===== config.mk =====
export PLATFORM = sky130hd
export DESIGN_NAME = amte_mac
export DESIGN_NICKNAME = d
export VERILOG_FILES = /design/src/design/amte_pkg.sv /design/src/design/amte_mac.sv
export SDC_FILE = /design/constraint.sdc
export NUM_CORES = 2
export LEC_CHECK = 0
export ABC_AREA = 1
export BUFFER_PORTS_ARGS = -buffer_cell sky130_fd_sc_hd__buf_2
export CORE_MARGIN = 10
export CORE_UTILIZATION = 55
export DETAILED_ROUTE_END_ITERATION = 7
export PLACE_DENSITY_LB_ADDON = 0.25
export SYNTH_ARGS = -nofsm -noshare
export SYNTH_HDL_FRONTEND = slang
export SYNTH_SLANG_ARGS = --single-unit

===== constraint.sdc =====
create_clock -name clock -period 8.2 [get_ports clock]
set_input_delay 0.41 -clock clock [delete_from_list [all_inputs] [get_ports clock]]
set_output_delay 0.41 -clock clock [all_outputs]
set_load 0.02 [all_outputs]

===== src/design/amte_pkg.sv =====
// shared constants and types of the affine matrix transform engine
package amte_pkg;

   localparam int FRAC_BITS_DEF = 16;
   localparam int WORD_BITS_DEF = 32;
   localparam int IO_BITS       = 32;
   localparam int CMD_BITS      = 3;
   localparam int IDX_BITS      = 4;
   localparam int MAT_SIZE      = 16;

   typedef enum logic [CMD_BITS-1:0] {
      CMD_IDENTITY  = 3'd0,
      CMD_ZERO      = 3'd1,
      CMD_WRITE_CUR = 3'd2,
      CMD_WRITE_OP  = 3'd3,
      CMD_COMPOSE   = 3'd4,
      CMD_POINT     = 3'd5,
      CMD_READ_CUR  = 3'd6
   } cmd_type;

   typedef struct packed {
      logic load;
      logic trans_en;
      logic mul_en;
      logic hi_half;
   } mac_ctl_type;

endpackage


===== src/design/amte_mac.sv =====
// shared split multiplier with wide accumulator, rounding and word saturation
module amte_mac #(
   parameter int FRAC_BITS = amte_pkg::FRAC_BITS_DEF,
   parameter int WORD_BITS = amte_pkg::WORD_BITS_DEF
) (
   input  logic                        clock,
   input  logic                        reset,
   input  amte_pkg::mac_ctl_type       ctl,
   input  logic signed [WORD_BITS-1:0] a,
   input  logic signed [WORD_BITS-1:0] b,
   input  logic signed [WORD_BITS-1:0] trans,
   output logic signed [WORD_BITS-1:0] result,
   output logic                        sat
);

   localparam int H   = (WORD_BITS + 1) / 2;
   localparam int PW  = 2 * WORD_BITS;
   localparam int ACC = 2 * WORD_BITS + 3;
   localparam logic signed [ACC-1:0] HALF   = ACC'(1) <<< (FRAC_BITS - 1);
   localparam logic signed [ACC-1:0] WMAX_A = ACC'({1'b0, {(WORD_BITS-1){1'b1}}});
   localparam logic signed [ACC-1:0] WMIN_A = ~WMAX_A;

   logic signed [H:0]               b_part;
   logic signed [WORD_BITS+H:0]     prod_part;
   logic signed [PW-1:0]            prod_in, prod_ff;
   logic                            prod_vld_in, prod_vld_ff;
   logic signed [ACC-1:0]           acc_in, acc_ff;
   logic signed [ACC-1:0]           rnd;

   always_comb begin
      b_part      = ctl.hi_half ? (H+1)'($signed(b[WORD_BITS-1:H]))
                                : $signed({1'b0, b[H-1:0]});
      prod_part   = a * b_part;
      prod_in     = ctl.hi_half ? (PW'(prod_part) <<< H) : PW'(prod_part);
      prod_vld_in = ctl.mul_en;
      if (ctl.load) begin
         acc_in = ctl.trans_en ? (ACC'(trans) <<< FRAC_BITS) : '0;
      end else if (prod_vld_ff) begin
         acc_in = acc_ff + ACC'(prod_ff);
      end else begin
         acc_in = acc_ff;
      end
   end

   // round once, drop fraction, clamp to word
   always_comb begin
      rnd = (acc_ff + HALF) >>> FRAC_BITS;
      sat = (rnd > WMAX_A) || (rnd < WMIN_A);
      if (rnd > WMAX_A) begin
         result = WMAX_A[WORD_BITS-1:0];
      end else if (rnd < WMIN_A) begin
         result = WMIN_A[WORD_BITS-1:0];
      end else begin
         result = rnd[WORD_BITS-1:0];
      end
   end

   always_ff @(posedge clock) begin
      if (reset) begin
         prod_vld_ff <= 1'b0;
      end else begin
         prod_vld_ff <= prod_vld_in;
      end
   end

   always_ff @(posedge clock) begin
      prod_ff <= prod_in;
      acc_ff  <= acc_in;
   end

endmodule


==> impl_metrics.yaml <==
outcome:
  outcome: "finished, final reports clean"
sta:
  slew_headroom_pct: 25.9
  rsz0062_at_grt: "false"
  final.setup_skew_ps: 14.6
  finalHoldViolations: 0
  fmax_mhz: 133
  setup_viol: 0
  tightestPinTransition_ps: 1110
  final_max_slew_viol_count: 0
  timing.hold.ws_ps: 111
  period_minus_slack_ps: 7530
  tns_ps: 0
  fin_crit_sh_pct: 91.8
critical_path:
  r2r_end: "acc_ff[52]$_DFFE_PP_"
  crit_buf_inv: 9
  cp.required_ps: 8520
  path_common_cell: "fa_1"
  cp-start-kind: "input port"
  slowest_stage: "nor4_1"
  reg2reg_depth: 13
  crit_cells: 28
  worstSetupEndpointType: "flip-flop"
  rr_startpoint: "acc_ff[0]$_SDFFCE_PP0P_"
  critical_path.top_delay_family: "adder cells"
  critPathKind: "input port to flip-flop"
  r2r_slack_ps: 4860
  critical_path_arrival_ps: 7850
  crit_path_max_incr_delay_ps: 590
  path_max_fanout: 19
logic_synthesis:
  syn-num-nets: 5125
  async_reset_ff_share_pct: 0
  synth_area_mm2: 0.0309
  yosys.area_share.simple_pct: 26.4
  synth_compound_area_share_pct: 7.72
  synth-seq-cells: 132
  synth-edff-count: 67
  synth_top_family_by_area: "adder cells"
  seq_area_frac_synth_pct: 10.7
  ys_types: 46
  synth-adder-area-share_pct: 41.2
  ys.flop_type: "edfxtp_1"
  synthMuxAreaShare_pct: 0.0324
  ys.warnings.count: 0
  synth-xor-area-share_pct: 1.67
  syn-instance-count: 4319
  avgSynthCellArea_um2: 7.15
cells_and_area:
  layout-drive-gt1-share_pct: 6.71
  num-fill-cells: 5435
  antennaDiodeCount: 0
  fin_nets: 5216
  areaGrowthSynthToFinish_pct: 6.86
die:
  initial_utilization_pct: 55.8
  die_x_um: 257
  die-height_um: 257
  dieArea_mm2: 0.0660
  core_region_area_mm2: 0.0553
  io_pins: 135
  core.rowCount: 86
global_routing:
  antenna_found_initial: 0
  grt_pass1_vias: 29536
  track_usage_pct: 33.4
  gr-usage-met2_pct: 54.2
  grt_use_met3_pct: 5.06
  grt_pass1_wl_um: 169000
  grt_use_met1_pct: 40.5
  grt_max_degree: 68
  busiest_layer: "met2"
  grt-ovfl-total: 0
clocking:
  root_buffer: "clkbuf_16"
  clkTransAtPathRegs_ps: 60
  cts_tree: "done"
  cts_setup_buffers: 0
  htreeDepth: 4
  cts_made_buffers: 17
  cts_hold_buf: 0
  cts_max_path_buffers: 2
  clk_latency_ps: 460
  cts.repair.resized: 0
  clkSinkCount: 132
route:
  drt-total-wl_um: 110000
  wl_per_cell_um: 21.2
  firstDrtPassIters: 6
  drt-vias-per-instance: 5.55
  drtIter0Drc: 2416
  drc: 0
  via_count: 28694
  postRouteAntennaNets: 0
worst_hold_path:
  hp-start: "reset"
  min_to: "prod_vld_ff$_SDFF_PP0_"
  worstHoldPathCells: 2
  hold_class: "input port to flip-flop"
place:
  dp_hpwl_um: 93600
  portBuffers: 134
  gp_congestion: 1.05
job:
  drv_cap: 0
layout by cell type (no fill, tap or decap), drive strengths merged:
cell and count:
nand2 1018, inv 886, nor2 665, fa 522
a21oi 192, ha 182, nand3 178, buf 177
o21ai 175, edfxtp 67, dfxtp 65, or2 39
xor2 34, nand4 32, o21bai 26, xnor2 25
nor3 25, clkbuf 18, a21o 16, nand3b 16
clkinv 14, o21a 9, a31oi 8, a21boi 8
nor4 7, and3 4, o211ai 2, a211oi 2
clkinvlp 2, bufinv 2, and2 1, mux2i 1
o22ai 1, nand2b 1, nor4b 1, a22o 1
nor3b 1
cells by family (layout without fill, tap and decap cells):
kind of cell	count (synthesis)	after routing
flops	132	132
mux	1	1
compound gates	440	440
xor+xnor	59	59
buf+inv	995	1099
fa+ha+maj	704	704
simple gates	1988	1988
sequential cells by signal, indices dropped and copies added, names as in the netlist:
register,cells
prod_vld_ff,1
acc_ff,67
prod_ff,64
cell type report:
cell class              count  area (µm²)  area share [%]
multi-input cells        3192       23800            72.1
inverters                 890        3340            10.1
flip-flops and latches    132        3310            10.0
repair buffers            177         993            3.01
well taps                 748         936            2.84
clock buffers              18         450            1.37
clock inverters            14         164           0.497
synthesized netlist by cell type, types with 13 or more instances:
cell,instances,area [µm²]
buf_1,13,48.8
o21ai_0,172,861
edfxtp_1,67,2010
nand2_1,995,3730
nand2_2,21,131
inv_1,877,3290
a21o_1,16,120
fa_1,522,10500
xor2_1,34,298
nand4_1,32,200
or2_2,39,244
xnor2_1,25,219
nor3_1,25,125
dfxtp_1,65,1300
a21oi_1,192,961
o21bai_1,26,195
nand3b_1,16,120
nor2_1,650,2440
ha_1,182,2280
nand3_1,176,881
clkbuf_1,85,319
per-layer routing:
layer / wire, µm / up-vias
met5: 43 / -
met4: 8470 / 2
met3: 8680 / 358
met2: 49900 / 1431
met1: 42600 / 13648
li1: - / 13255
how the worst max path moves through the flow:
stage / startpoint / endpoint / slack [ps]
6_report: ctl[0] / prod_ff[61]$_DFF_P_ / 670
5_1_grt: ctl[0] / prod_ff[61]$_DFF_P_ / 340
4_1_cts: ctl[0] / prod_ff[61]$_DFF_P_ / 840
3_5_place_dp: ctl[0] / prod_ff[61]$_DFF_P_ / 380
3_3_place_gp: ctl[0] / prod_ff[61]$_DFF_P_ / 390
2_1_floorplan: ctl[0] / prod_ff[53]$_DFF_P_ / 1430
stage by stage:
step | utilization, % | cells | setup WS, ps | area (µm²)
6_report | 59.6 | 5171 | 670 | 33000
5_1_grt | 59.6 | 5171 | 339 | 33000
4_1_cts | 59.6 | 5171 | 841 | 33000
3_5_place_dp | 58.5 | 5139 | 382 | 32400
3_3_place_gp | 58.5 | 5139 | 395 | 32400
2_1_floorplan | - | 4319 | 1430 | 30900
Power is left out: the tool's default activity adds up to more than one toggle a clock period on the data nets, which glitch-free logic cannot reach.
